===== src/sv/hbs_pkg.sv =====
package hbs_pkg;

  // Defaults for the top-level size parameters.
  localparam int unsigned MAX_COLUMNS_DEF = 1024;
  localparam int unsigned MAX_ROWS_DEF    = 4096;

  // Configuration port.
  localparam int unsigned CFG_AW     = 1;
  localparam int unsigned CFG_DW     = 13;
  localparam int unsigned COLS_RAW_W = 11;
  localparam int unsigned ROWS_RAW_W = 13;
  localparam int unsigned COLS_RESET = 1024;
  localparam int unsigned ROWS_RESET = 1024;

  localparam logic [CFG_AW-1:0] REG_MAP_COLUMNS = 1'b0;
  localparam logic [CFG_AW-1:0] REG_MAP_ROWS    = 1'b1;

  // Input opcodes.
  localparam logic OP_SAMPLE = 1'b0;
  localparam logic OP_FLUSH  = 1'b1;

  // Output field widths.
  localparam int unsigned HEIGHT_W = 16;
  localparam int unsigned OROW_W   = 12;
  localparam int unsigned OCOL_W   = 10;

  // Mean arithmetic: height*64 = S*38400/(255*n) = S*2560/(17*n).
  localparam int unsigned SUM_W     = 12;   // up to nine bytes
  localparam int unsigned CNT_W     = 4;    // up to nine cells
  localparam int unsigned DIV_W     = 8;    // 17*n, up to 153
  localparam int unsigned NUM_W     = 23;   // S*2560
  localparam int unsigned RECIP_SH  = 23;
  localparam int unsigned RECIP_W   = 19;
  localparam int unsigned PROD_W    = NUM_W + RECIP_W;
  localparam int unsigned REM_W     = NUM_W + 1;
  localparam int unsigned DIV_BASE  = 17;

  localparam int unsigned RECIP_N1 = (1 << RECIP_SH) / (DIV_BASE * 1);
  localparam int unsigned RECIP_N2 = (1 << RECIP_SH) / (DIV_BASE * 2);
  localparam int unsigned RECIP_N3 = (1 << RECIP_SH) / (DIV_BASE * 3);
  localparam int unsigned RECIP_N4 = (1 << RECIP_SH) / (DIV_BASE * 4);
  localparam int unsigned RECIP_N6 = (1 << RECIP_SH) / (DIV_BASE * 6);
  localparam int unsigned RECIP_N9 = (1 << RECIP_SH) / (DIV_BASE * 9);

  typedef struct packed {
    logic       opcode;
    logic [7:0] sample_byte;
  } in_word_t;

  typedef struct packed {
    logic [HEIGHT_W-1:0] smoothed_height;
    logic [OROW_W-1:0]   out_row;
    logic [OCOL_W-1:0]   out_col;
    logic                frame_last;
  } out_word_t;

  // Window sum and cell count of one position, on its way to the divider.
  typedef struct packed {
    logic [SUM_W-1:0]  sum;
    logic [CNT_W-1:0]  cnt;
    logic [OROW_W-1:0] row;
    logic [OCOL_W-1:0] col;
    logic              last;
  } mean_req_t;

  // Reciprocal of 17*n, scaled by 2^RECIP_SH and rounded down.
  function automatic logic [RECIP_W-1:0] recip(input logic [CNT_W-1:0] n);
    logic [RECIP_W-1:0] r;
    case (n)
      4'd1:    r = RECIP_W'(RECIP_N1);
      4'd2:    r = RECIP_W'(RECIP_N2);
      4'd3:    r = RECIP_W'(RECIP_N3);
      4'd4:    r = RECIP_W'(RECIP_N4);
      4'd6:    r = RECIP_W'(RECIP_N6);
      4'd9:    r = RECIP_W'(RECIP_N9);
      default: r = '0;
    endcase
    return r;
  endfunction

endpackage


===== src/sv/hbs_mean_div.sv =====
module hbs_mean_div (
  input  logic                 clk_i,
  input  logic                 rst_ni,
  input  logic                 adv_i,
  input  logic                 req_valid_i,
  input  hbs_pkg::mean_req_t   req_i,
  output logic                 res_valid_o,
  output hbs_pkg::out_word_t   res_o
);

  hbs_pkg::mean_req_t a_q;
  logic               a_valid_q;

  logic [hbs_pkg::NUM_W-1:0]    a_num;
  logic [hbs_pkg::PROD_W-1:0]   a_prod;
  logic [hbs_pkg::DIV_W-1:0]    a_div;

  logic                         b_valid_q;
  logic [hbs_pkg::NUM_W-1:0]    b_num_q;
  logic [hbs_pkg::HEIGHT_W-1:0] b_q0_q;
  logic [hbs_pkg::DIV_W-1:0]    b_div_q;
  logic [hbs_pkg::OROW_W-1:0]   b_row_q;
  logic [hbs_pkg::OCOL_W-1:0]   b_col_q;
  logic                         b_last_q;

  logic [hbs_pkg::REM_W-1:0]    b_rem;
  logic [hbs_pkg::HEIGHT_W-1:0] b_quot;

  logic                         res_valid_q;
  hbs_pkg::out_word_t           res_q;

  // First step: scale the sum and multiply by the reciprocal of the divisor.
  // The truncated reciprocal leaves the quotient at most one too small.
  always_comb begin
    a_num  = (hbs_pkg::NUM_W'(a_q.sum) << 11) + (hbs_pkg::NUM_W'(a_q.sum) << 9);
    a_prod = hbs_pkg::PROD_W'(a_num) * hbs_pkg::PROD_W'(hbs_pkg::recip(a_q.cnt));
    a_div  = (hbs_pkg::DIV_W'(a_q.cnt) << 4) + hbs_pkg::DIV_W'(a_q.cnt);
  end

  // Second step: one remainder check fixes the estimate.
  always_comb begin
    b_rem  = hbs_pkg::REM_W'(b_num_q)
           - hbs_pkg::REM_W'(hbs_pkg::REM_W'(b_q0_q) * hbs_pkg::REM_W'(b_div_q));
    b_quot = b_q0_q + hbs_pkg::HEIGHT_W'(b_rem >= hbs_pkg::REM_W'(b_div_q));
  end

  always_ff @(posedge clk_i or negedge rst_ni) begin
    if (!rst_ni) begin
      a_valid_q   <= 1'b0;
      b_valid_q   <= 1'b0;
      res_valid_q <= 1'b0;
    end else if (adv_i) begin
      a_valid_q   <= req_valid_i;
      b_valid_q   <= a_valid_q;
      res_valid_q <= b_valid_q;
    end
  end

  always_ff @(posedge clk_i) begin
    if (adv_i) begin
      if (req_valid_i) begin
        a_q <= req_i;
      end
      if (a_valid_q) begin
        b_num_q  <= a_num;
        b_q0_q   <= hbs_pkg::HEIGHT_W'(a_prod >> hbs_pkg::RECIP_SH);
        b_div_q  <= a_div;
        b_row_q  <= a_q.row;
        b_col_q  <= a_q.col;
        b_last_q <= a_q.last;
      end
      if (b_valid_q) begin
        res_q.smoothed_height <= b_quot;
        res_q.out_row         <= b_row_q;
        res_q.out_col         <= b_col_q;
        res_q.frame_last      <= b_last_q;
      end
    end
  end

  assign res_valid_o = res_valid_q;
  assign res_o       = res_q;

endmodule


===== config.mk =====
export PLATFORM = sky130hd
export DESIGN_NAME = hbs_mean_div
export DESIGN_NICKNAME = d
export VERILOG_FILES = /design/src/sv/hbs_pkg.sv /design/src/sv/hbs_mean_div.sv
export SDC_FILE = /design/constraint.sdc
export NUM_CORES = 1
export LEC_CHECK = 0
export BUFFER_PORTS_ARGS = -buffer_cell sky130_fd_sc_hd__buf_2
export CORE_MARGIN = 4
export CORE_UTILIZATION = 40
export DETAILED_ROUTE_END_ITERATION = 12
export MAX_ROUTING_LAYER = met4
export PLACE_DENSITY_LB_ADDON = 0.15
export RECOVER_POWER = 50
export SLEW_MARGIN = 10
export SYNTH_ARGS = -nofsm -noshare
export SYNTH_HDL_FRONTEND = slang
export SYNTH_SLANG_ARGS = --single-unit

===== constraint.sdc =====
create_clock -name clk_i -period 25.2 [get_ports clk_i]
set_input_delay 3.78 -clock clk_i [delete_from_list [all_inputs] [get_ports clk_i]]
set_output_delay 3.78 -clock clk_i [all_outputs]
set_load 0.02 [all_outputs]

==> results.py, run 1 <==
metrics = {
    "synthesis": {
        "synth.avg_cell_area_um2": 10.2,
        "ys_ff_latch": 138,
        "synth_edf_count": 135,
        "synth_top_flop_cell": "edfxtp_1",
        "async_reset_ff_share_pct": 2.17,
        "syn-num-nets": 2179,
        "synthCells": 1677,
        "syn-cell-area_mm2": 0.0171,
        "yosysUniqueCellTypes": 69,
        "synth_sequential_area_ratio_pct": 24.2,
        "ys_warn_count": 0,
    },
    "timing": {
        "timing.fmax_mhz": 106,
        "fin_worst_skew_ps": 10.9,
        "finalSetupViolations": 0,
        "worst_slew_pin_slew_ps": 2580,
        "finalMaxSlewViolations": 40,
        "fin_crit_ps": 9390,
        "grt_setup_unrepaired": "false",
        "slew-limit-headroom_pct": -72.0,
        "min_period_over_period_pct": 37.3,
        "fin_setup_tns_ps": 0,
        "hold_violations": 0,
    },
    "route": {
        "drt_iter0_markers": 866,
        "finalWirelength_um": 46000,
        "drt_first_pass_iters": 6,
        "drc": 0,
        "avgRoutedWirePerCell_um": 19.9,
        "dr_total_vias": 11580,
        "ant_nets": 0,
        "vias_per_cell": 5.02,
    },
    "worst_setup_path": {
        "cp_max_fo": 25,
        "rr_worst_depth": 25,
        "cp.arrival_ps": 9590,
        "worst-setup-path-type": "flip-flop to flip-flop",
        "critPathRequiredTime_ps": 25390,
        "reg2reg_from": "a_q[26]",
        "cp-startpoint": "a_q[26]",
        "reg2reg_to": "b_q0_q[15]",
        "critPathCaptureType": "flip-flop",
        "rrSetupSlack_ps": 15810,
        "cp-start-kind": "flip-flop",
        "cp-endpoint": "b_q0_q[15]",
    },
    "clock_tree": {
        "post_cts_resized": 0,
        "cts_hold_buf": 0,
        "cts.sinks": 138,
        "cts.root.buffer_cell": "clkbuf_16",
        "htree_num_levels": 4,
        "cts_buffers": 17,
        "cts.clk_slew.worst_paths_ps": 70,
        "postCtsSetupBuffers": 0,
        "cts_tree": "done",
        "cts_buffer_depth": 2,
        "clk_latency_ps": 450,
    },
    "placement": {
        "dp_hpwl_um": 39200,
        "portBuffers": 82,
        "routabilityCongestion": 1.01,
    },
    "global_routing": {
        "antenna_found_initial": 2,
        "grt.met3_usage_pct": 3.60,
        "use_met1_pct": 28.1,
        "gr-total-overflow": 0,
        "grt_pass1_vias": 12649,
        "gr-usage-met2_pct": 33.9,
        "grt_pass1_wl_um": 73100,
        "grt-busiest-layer": "met2",
        "grt_start_max_net_pins": 54,
        "grt_usage_pct": 21.3,
    },
    "status": {
        "run_status": "finished with violations",
        "violations": "max-capacitance violations, max-slew violations",
    },
    "worst_hold_path": {
        "min_path_type": "flip-flop to flip-flop",
    },
    "floorplanning": {
        "die_y_um": 215,
        "die-width_um": 215,
        "fp.dieArea_mm2": 0.0461,
        "start_util_pct": 40.6,
        "core_area_mm2": 0.0420,
        "io_pins": 83,
        "rows": 75,
    },
    "finish": {
        "antennaDiodeCount": 0,
        "drive_gt1_share_pct": 7.24,
        "syn_to_final_growth_pct": 9.24,
        "finalNetCount": 2256,
    },
    "flow_run": {
        "drv_cap": 1,
    },
}
[state kept, by name, summed over array words and instances (netlist names)]
register and flops:
a_q 39, res_o 39, b_q0_q 16, b_num_q 14, b_row_q 12, b_col_q 10
b_div_q 4, a_valid_q 1, b_last_q 1, b_valid_q 1, res_valid_o 1
[placed cells by master (no fill, tap or decap), drive strengths merged, types with 21 or more instances in the layout]
cell,synthesis,layout
inv,477,485
fa,261,261
ha,198,198
nand2,144,144
edfxtp,135,135
nor2,84,84
buf,3,75
a21oi,48,48
o21ai,39,39
clkbuf,27,30
xor2,29,29
xnor2,29,29
a21o,25,25
and2,25,25
nor3,21,21
[kinds of logic (layout without fill, tap and decap cells)]
group,Yosys count,in the layout,share of synthesized area (%)
mux,9,9,0.549
compound gates,167,167,6.77
fa+ha+maj,459,459,45.1
flops,138,138,24.2
buf+inv,507,597,11.2
xor+xnor,60,60,3.28
simple gates,337,337,8.91
[synth_stat cells (6+ instances only)]
cell	number	area, µm²
inv_1	477	1790
nand4_1	10	62.6
a21o_1	24	180
xor2_1	29	254
o21a_1	7	52.6
o21ai_0	38	190
a211oi_1	6	45.0
nand2_1	144	541
and2_1	25	156
a21oi_1	47	235
clkbuf_1	26	97.6
nand2b_1	9	56.3
xnor2_1	28	245
edfxtp_1	135	4050
nand3_1	10	50.1
nor3_1	21	105
nor2_1	83	312
ha_1	198	2480
nor2b_1	8	50.1
fa_1	261	5230
mux2i_1	6	60.1
[stage by stage]
stage          utilization [%]  hold slack [ps]  instance area [µm²]  instances  setup WS (ps)
2_1_floorplan                -              400                17100       1677          17320
3_3_place_gp              43.0              401                18100       2274          16590
3_5_place_dp              43.0              405                18100       2274          16360
4_1_cts                   44.5              413                18700       2306          16380
5_1_grt                   44.4              412                18700       2306          15550
6_report                  44.4              410                18700       2306          15810
[worst max-delay path: stages (launching register included)]
cell and delay, ps:
edfxtp_1 320, clkbuf_1 970, inv_1 780, nand2_1 270, mux2i_1 90, o21ai_0 1030, nor2_1 150, fa_1 590
inv_1 50, fa_1 460, fa_1 640, inv_1 90, fa_1 510, fa_1 550, inv_1 60, fa_1 530
inv_1 40, ha_1 330, a21o_1 170, a21o_1 170, a21oi_1 130, o21ai_0 110, a31o_4 240, a221o_1 350
xnor3_1 360, xnor2_1 130
[per-layer routing]
metal	part of all wire, %	wire length, µm	up-vias
met5	0	0	-
met4	3.0	1400	0
met3	6.1	2800	69
met2	47	21700	324
met1	44	20100	5812
li1	-	-	5375
[how the worst min path moves through the flow]
| stage | startpoint | end | slack [ps] | cells after the start |
|---|---|---|---|---|
| 3_5_place_dp | b_col_q[4] | res_o[5] | 400 | 0 |
| 5_1_grt | a_q[4] | b_col_q[3] | 410 | 0 |
| 6_report | a_q[5] | b_col_q[4] | 410 | 0 |
| 2_1_floorplan | a_q[1] | b_col_q[0] | 400 | 0 |
| 4_1_cts | a_q[5] | b_col_q[4] | 410 | 0 |
| 3_3_place_gp | a_q[13] | b_row_q[2] | 400 | 0 |
[layout make-up]
cell class,instances,area (µm²)
clock inverter,15,176
sequential,138,4130
clock buffer,17,425
multi-input combinational,1032,11000
fill,4104,23400
tap,539,674
inverter,477,1790
timing repair buffer,88,437
Power of run 1 is left out: the tool's default activity adds up to more than one toggle a clock period on the data nets, which glitch-free logic cannot reach.
==> run 2, diff against run 1 <==
- clock period: 25.2 -> 8.15 ns (I/O delays scaled with it)
==> run 2 against run 1 <==
Net effect: the flow still finishes with violations (max-capacitance violations, max-slew violations); count of clock-buffer cells in the layout did not move; global-route usage up 0.37 points; via count increased by 2.0%; largest cell class unchanged; routed wire length grew 1.8%; worst hold slack lost 1.2 ps.
==> results.py, run 2 (synthesis results as in run 1) <==
metrics = {
    "route": {
        "dr_total_vias": 11813,
        "ant_nets": 0,
        "finalWirelength_um": 46800,
        "drc": 0,
        "drt_iter0_markers": 834,
        "drt_first_pass_iters": 5,
        "vias_per_cell": 4.95,
        "avgRoutedWirePerCell_um": 19.6,
    },
    "timing": {
        "fin_setup_tns_ps": 0,
        "slew-limit-headroom_pct": -123,
        "fin_crit_ps": 7820,
        "worst_slew_pin_slew_ps": 3340,
        "hold_violations": 0,
        "min_period_over_period_pct": 95.9,
        "timing.fmax_mhz": 128,
        "fin_ws_ps": 331,
        "grt_setup_unrepaired": "false",
        "finalSetupViolations": 0,
        "finalMaxSlewViolations": 58,
        "fin_worst_skew_ps": 16.5,
    },
    "finish": {
        "drive_gt1_share_pct": 12.3,
        "finalNetCount": 2332,
        "n_fill_cell": 4018,
        "final_cell_mix": "inv_1 (475), fa_1 (260), ha_1 (196)",
        "syn_to_final_growth_pct": 13.0,
        "final_common_cell": "inv_1",
    },
    "clock_tree": {
        "cts_buffers": 17,
        "cts_hold_buf": 0,
        "cts_buffer_depth": 2,
        "htree_num_levels": 4,
        "clk_latency_ps": 450,
        "cts_tree": "done",
        "cts.root.buffer_cell": "clkbuf_16",
        "cts.sinks": 138,
        "cts.clk_slew.worst_paths_ps": 70,
    },
    "worst_setup_path": {
        "reg2reg_to": "b_q0_q[15]",
        "critical_path_buf_inv_count": 7,
        "rrSetupSlack_ps": 330,
        "crit_path_frequent_cell": "fa_1",
        "crit_family": "adder cells",
        "critPathSlowestCell": "fa_1",
        "cp_max_fo": 5,
        "critPathCaptureType": "flip-flop",
        "rr_worst_depth": 33,
        "path_depth": 33,
        "cp-start-kind": "flip-flop",
        "cp.arrival_ps": 8000,
        "critPathRequiredTime_ps": 8330,
        "worst-setup-path-type": "flip-flop to flip-flop",
        "slowest_delay_ps": 540,
        "reg2reg_from": "a_q[29]",
    },
    "worst_hold_path": {
        "worstHoldEndpoint": "b_row_q[4]",
        "min_path_type": "flip-flop to flip-flop",
        "hold_depth": 0,
        "hold_start": "a_q[15]",
    },
    "floorplanning": {
        "start_util_pct": 40.6,
        "rows": 75,
        "fp.dieArea_mm2": 0.0461,
        "core_area_mm2": 0.0420,
        "die_y_um": 215,
        "die-width_um": 215,
        "io_pins": 83,
    },
    "status": {
        "run_status": "finished with violations",
        "violations": "max-capacitance violations, max-slew violations",
    },
    "global_routing": {
        "grt_pass1_vias": 12938,
        "grt_pass1_wl_um": 74600,
        "grt_usage_pct": 21.7,
        "grt_start_max_net_pins": 58,
        "antenna_found_initial": 2,
        "gr-total-overflow": 0,
    },
    "placement": {
        "dp_hpwl_um": 40100,
        "portBuffers": 82,
        "pre_cts_ws_ps": -68.9,
        "routabilityCongestion": 0.963,
    },
    "flow_run": {
        "drv_cap": 1,
    },
}
==> run 2: area by class of cell <==
cell class | instances | area [µm²] | area share (%)
Antenna cell | 3 | 7.51 | 0.0389
Timing Repair Buffer | 164 | 996 | 5.16
Clock buffer | 17 | 425 | 2.20
Sequential cell | 138 | 4130 | 21.4
Clock inverter | 15 | 174 | 0.901
Tap cell | 539 | 674 | 3.49
Multi-Input combinational cell | 1032 | 11100 | 57.5
Inverter | 477 | 1790 | 9.27
==> run 2: worst max-delay path by stage <==
stage	startpoint	slack [ps]	end
6_report	a_q[29]	330	b_q0_q[15]
5_1_grt	a_q[29]	8	b_q0_q[15]
3_3_place_gp	a_q[29]	100	b_q0_q[15]
2_1_floorplan	a_q[27]	270	b_q0_q[15]
4_1_cts	a_q[27]	40	b_q0_q[15]
3_5_place_dp	a_q[29]	-70	b_q0_q[15]
==> run 2: what timing repair did <==
item / 4_1_cts / 5_1_grt
endpoints found under the setup margin: 1 / 7
resized for setup: 3 / 16
cloned: 0 / 0
setup buffers: 0 / 4
pin swaps: 1 / 16
==> run 2: worst reg2reg max path, delay by kind of cell (launching register included) <==
family / cells / cell delay, ps
flops: 1 / 400
xor+xnor: 3 / 530
fa+ha+maj: 9 / 3580
compound gates: 8 / 1690
simple gates: 6 / 960
buf+inv: 7 / 420
==> run 2: layer usage <==
metal | part of all wire, % | up-vias | wire, µm | GRT usage, %
met5 | 0 | - | 0 | -
met4 | 2.3 | 0 | 1100 | 5.30
met3 | 5.6 | 49 | 2640 | 3.36
met2 | 49 | 303 | 22900 | 36.0
met1 | 43 | 5914 | 20200 | 28.2
li1 | - | 5547 | - | -
==> run 2: through the flow <==
step                      area [µm²]  std cells  hold WS, ps  utilization [%]
final                          19300       2385          409             45.9
after global routing           19300       2382          421             45.9
after CTS                      19200       2378          413             45.8
after detailed placement       18600       2346          405             44.3
after global placement         18600       2346          400             44.3
after floorplan                17100       1677          400                -
Power of run 2 is left out for the same reason.
==> run 3, diff against run 2 <==
- ABC_AREA: default -> 1
- SETUP_SLACK_MARGIN: default -> 0.15
- clock period: 8.15 -> 9.7 ns (I/O delays scaled with it)
==> run 3 against run 2 <==
Net effect: the flow still finishes with violations (max-capacitance violations, max-slew violations); setup slack improved by 970 ps; via count rose by 5.5%; cell area fell by 0.14%; register-to-register slack improved by 970 ps; area after synthesis rose by 3.0%; global-route usage barely moved; maximum frequency fell by 6.9%; clock skew rose by 4.8 ps; first-iteration DRC count fell by 6.1%; synthesized cell count rose by 14%; critical path type unchanged; largest cell class unchanged.
==> results.py, run 3 <==
metrics = {
    "finish": {
        "antennaDiodeCount": 0,
        "syn_to_final_growth_pct": 9.60,
        "fin_cells": 2598,
        "stdcell_area_mm2": 0.0193,
        "final_cell_mix": "inv_1 (547), nand2_1 (284), fa_1 (261)",
        "finalNetCount": 2502,
        "n_fill_cell": 4244,
        "multi_input_area_mm2": 0.0113,
        "drive_gt1_share_pct": 7.60,
        "final_common_cell": "inv_1",
        "seqCellArea_mm2": 0.00413,
    },
    "placement": {
        "dpl.cell_count": 2566,
        "portBuffers": 82,
        "dp_hpwl_um": 40900,
        "place_area_mm2": 0.0187,
        "routabilityCongestion": 0.981,
    },
    "worst_setup_path": {
        "rr_worst_depth": 30,
        "rrSetupSlack_ps": 1310,
        "critPathRequiredTime_ps": 9890,
        "cp-start-kind": "flip-flop",
        "slowest_delay_ps": 730,
        "cp_max_fo": 11,
        "critPathSlowestCell": "xor2_1",
        "reg2reg_from": "a_q[28]",
        "cp.arrival_ps": 8590,
        "crit_path_frequent_cell": "inv_1",
        "critPathCaptureType": "flip-flop",
        "reg2reg_to": "b_q0_q[10]",
        "critical_path_buf_inv_count": 9,
        "worst-setup-path-type": "flip-flop to flip-flop",
        "crit_family": "adder cells",
    },
    "synthesis": {
        "synth_top_family_by_area": "adder cells",
        "synth.avg_cell_area_um2": 9.19,
        "synth.top_cell.area_share_pct": 29.7,
        "ys_ff_latch": 138,
        "async_reset_ff_share_pct": 2.17,
        "syn-num-nets": 2417,
        "synthCells": 1915,
        "synth_top_flop_cell": "edfxtp_1",
        "yosysUniqueCellTypes": 51,
        "synth_mux_area_share_pct": 0,
        "synth_xor_area_share_pct": 3.02,
        "yosysMostFrequentCell": "inv_1",
        "synth_simple_gate_area_share_pct": 13.4,
        "synth-compound-area-share_pct": 3.83,
        "ys_warn_count": 0,
        "synth_area_leaders": "fa_1 (30%), edfxtp_1 (23%), ha_1 (14%)",
        "synth_sequential_area_ratio_pct": 23.5,
        "yosysTopAreaCell": "fa_1",
        "synth_edf_count": 135,
        "ys_top_cells_by_count": "inv_1 (547), nand2_1 (284), fa_1 (261), ha_1 (198), nor2_1 (174)",
        "syn-cell-area_mm2": 0.0176,
        "synthAdderAreaFrac_pct": 43.8,
    },
    "clock_tree": {
        "cts_tree": "done",
        "cts.clk_slew.worst_paths_ps": 80,
        "cts_hold_buf": 0,
        "postCtsSetupBuffers": 0,
        "clk_latency_ps": 430,
        "cts.root.buffer_cell": "clkbuf_16",
        "post_cts_resized": 0,
        "cts.sinks": 138,
        "cts_buffer_depth": 2,
        "cts_buffers": 17,
        "htree_num_levels": 4,
    },
    "global_routing": {
        "antenna_found_initial": 0,
        "grt_pass1_vias": 13685,
        "grt_start_max_net_pins": 45,
        "gr-total-overflow": 0,
        "grt_pass1_wl_um": 76500,
        "grt_usage_pct": 21.7,
    },
    "route": {
        "dr_total_vias": 12464,
        "vias_per_cell": 4.80,
        "drc": 0,
        "finalWirelength_um": 47600,
        "drt_iter0_markers": 783,
        "drt_first_pass_iters": 5,
        "ant_nets": 0,
        "avgRoutedWirePerCell_um": 18.3,
    },
    "floorplanning": {
        "rows": 76,
        "die_y_um": 218,
        "io_pins": 83,
        "start_util_pct": 40.7,
        "core_area_mm2": 0.0433,
        "die-width_um": 218,
        "fp.dieArea_mm2": 0.0474,
    },
    "status": {
        "run_status": "finished with violations",
        "violations": "max-capacitance violations, max-slew violations",
    },
    "worst_hold_path": {
        "worstHoldEndpoint": "res_o[7]",
        "hold_start": "b_col_q[6]",
        "hold_depth": 0,
        "min_path_type": "flip-flop to flip-flop",
    },
    "timing": {
        "timing.fmax_mhz": 119,
        "worst_slew_pin_slew_ps": 2080,
        "grt_setup_unrepaired": "false",
        "fin_crit_ps": 8390,
        "fin_worst_skew_ps": 21.3,
        "whs_ps": 407,
        "slew-limit-headroom_pct": -38.6,
        "finalSetupViolations": 0,
        "fin_setup_tns_ps": 0,
        "finalMaxSlewViolations": 37,
        "min_period_over_period_pct": 86.5,
        "hold_violations": 0,
    },
    "flow_run": {
        "drv_cap": 1,
    },
}
==> run 3: changes by cell type after synthesis, moves of 9 or more <==
cell,delta
inv_1,+70
and2_1,-25
inv_2,+11
nand2_1,+140
a21o_1,-14
xnor2_1,-17
nor3_1,-12
a21oi_1,+12
clkbuf_1,-9
nand3_1,+34
nor2_1,+91
nand2b_1,-9
xor2_1,+15
==> run 3: cells by family (layout without fill, tap and decap cells) <==
kind of cell,count (synthesis),in the layout
AOI/OAI and AO/OA,119,119
buffers and inverters,584,682
adders and majority gates,459,459
DFF,138,138
xor gates and xnor gates,58,58
and+or+nand+nor,557,557
==> run 3: how the worst max path moves through the flow <==
stage / from / to / slack (ps) / cells after the start
global route: a_q[28] / b_q0_q[10] / 830 / 30
global placement: a_q[28] / b_q0_q[10] / 1480 / 30
detailed placement: a_q[28] / b_q0_q[10] / 1360 / 30
CTS: a_q[28] / b_q0_q[10] / 1340 / 30
finish: a_q[28] / b_q0_q[10] / 1310 / 30
floorplan: a_q[28] / b_q0_q[9] / 2890 / 34
==> run 3: layout make-up <==
| cell class | instances | area share (%) |
|---|---|---|
| clock buffer | 18 | 2.23 |
| clock inverter | 14 | 0.928 |
| inverter | 560 | 10.9 |
| multi-input combinational | 1193 | 58.4 |
| sequential | 138 | 21.4 |
| tap | 585 | 3.80 |
| timing repair buffer | 90 | 2.34 |
==> run 3: metrics by stage <==
step	util [%]	setup slack, ps
5_1_grt	44.6	827
2_1_floorplan	-	2890
3_5_place_dp	43.2	1360
4_1_cts	44.6	1340
3_3_place_gp	43.2	1480
6_report	44.6	1310
==> run 3: metal layers <==
metal  wire length, µm  part of all wire (%)  track usage (%)  vias to the layer above
li1                  -                     -                -                     5960
met5                 0                     0                -                        -
met4              1610                   3.4             7.00                        0
met3              2550                   5.4             3.41                       73
met1             21000                    44             28.6                     6125
met2             22400                    47             34.8                      306
==> run 3: worst register-to-register path, delay by kind of cell (launching register included) <==
| kind | cells | cell delay, ps |
|---|---|---|
| buffers and inverters | 9 | 1230 |
| and+or+nand+nor | 7 | 760 |
| AOI/OAI and AO/OA | 4 | 840 |
| adders and majority gates | 8 | 3880 |
| xor gates and xnor gates | 2 | 880 |
| DFF | 1 | 580 |
Power of run 3 is left out for the same reason.
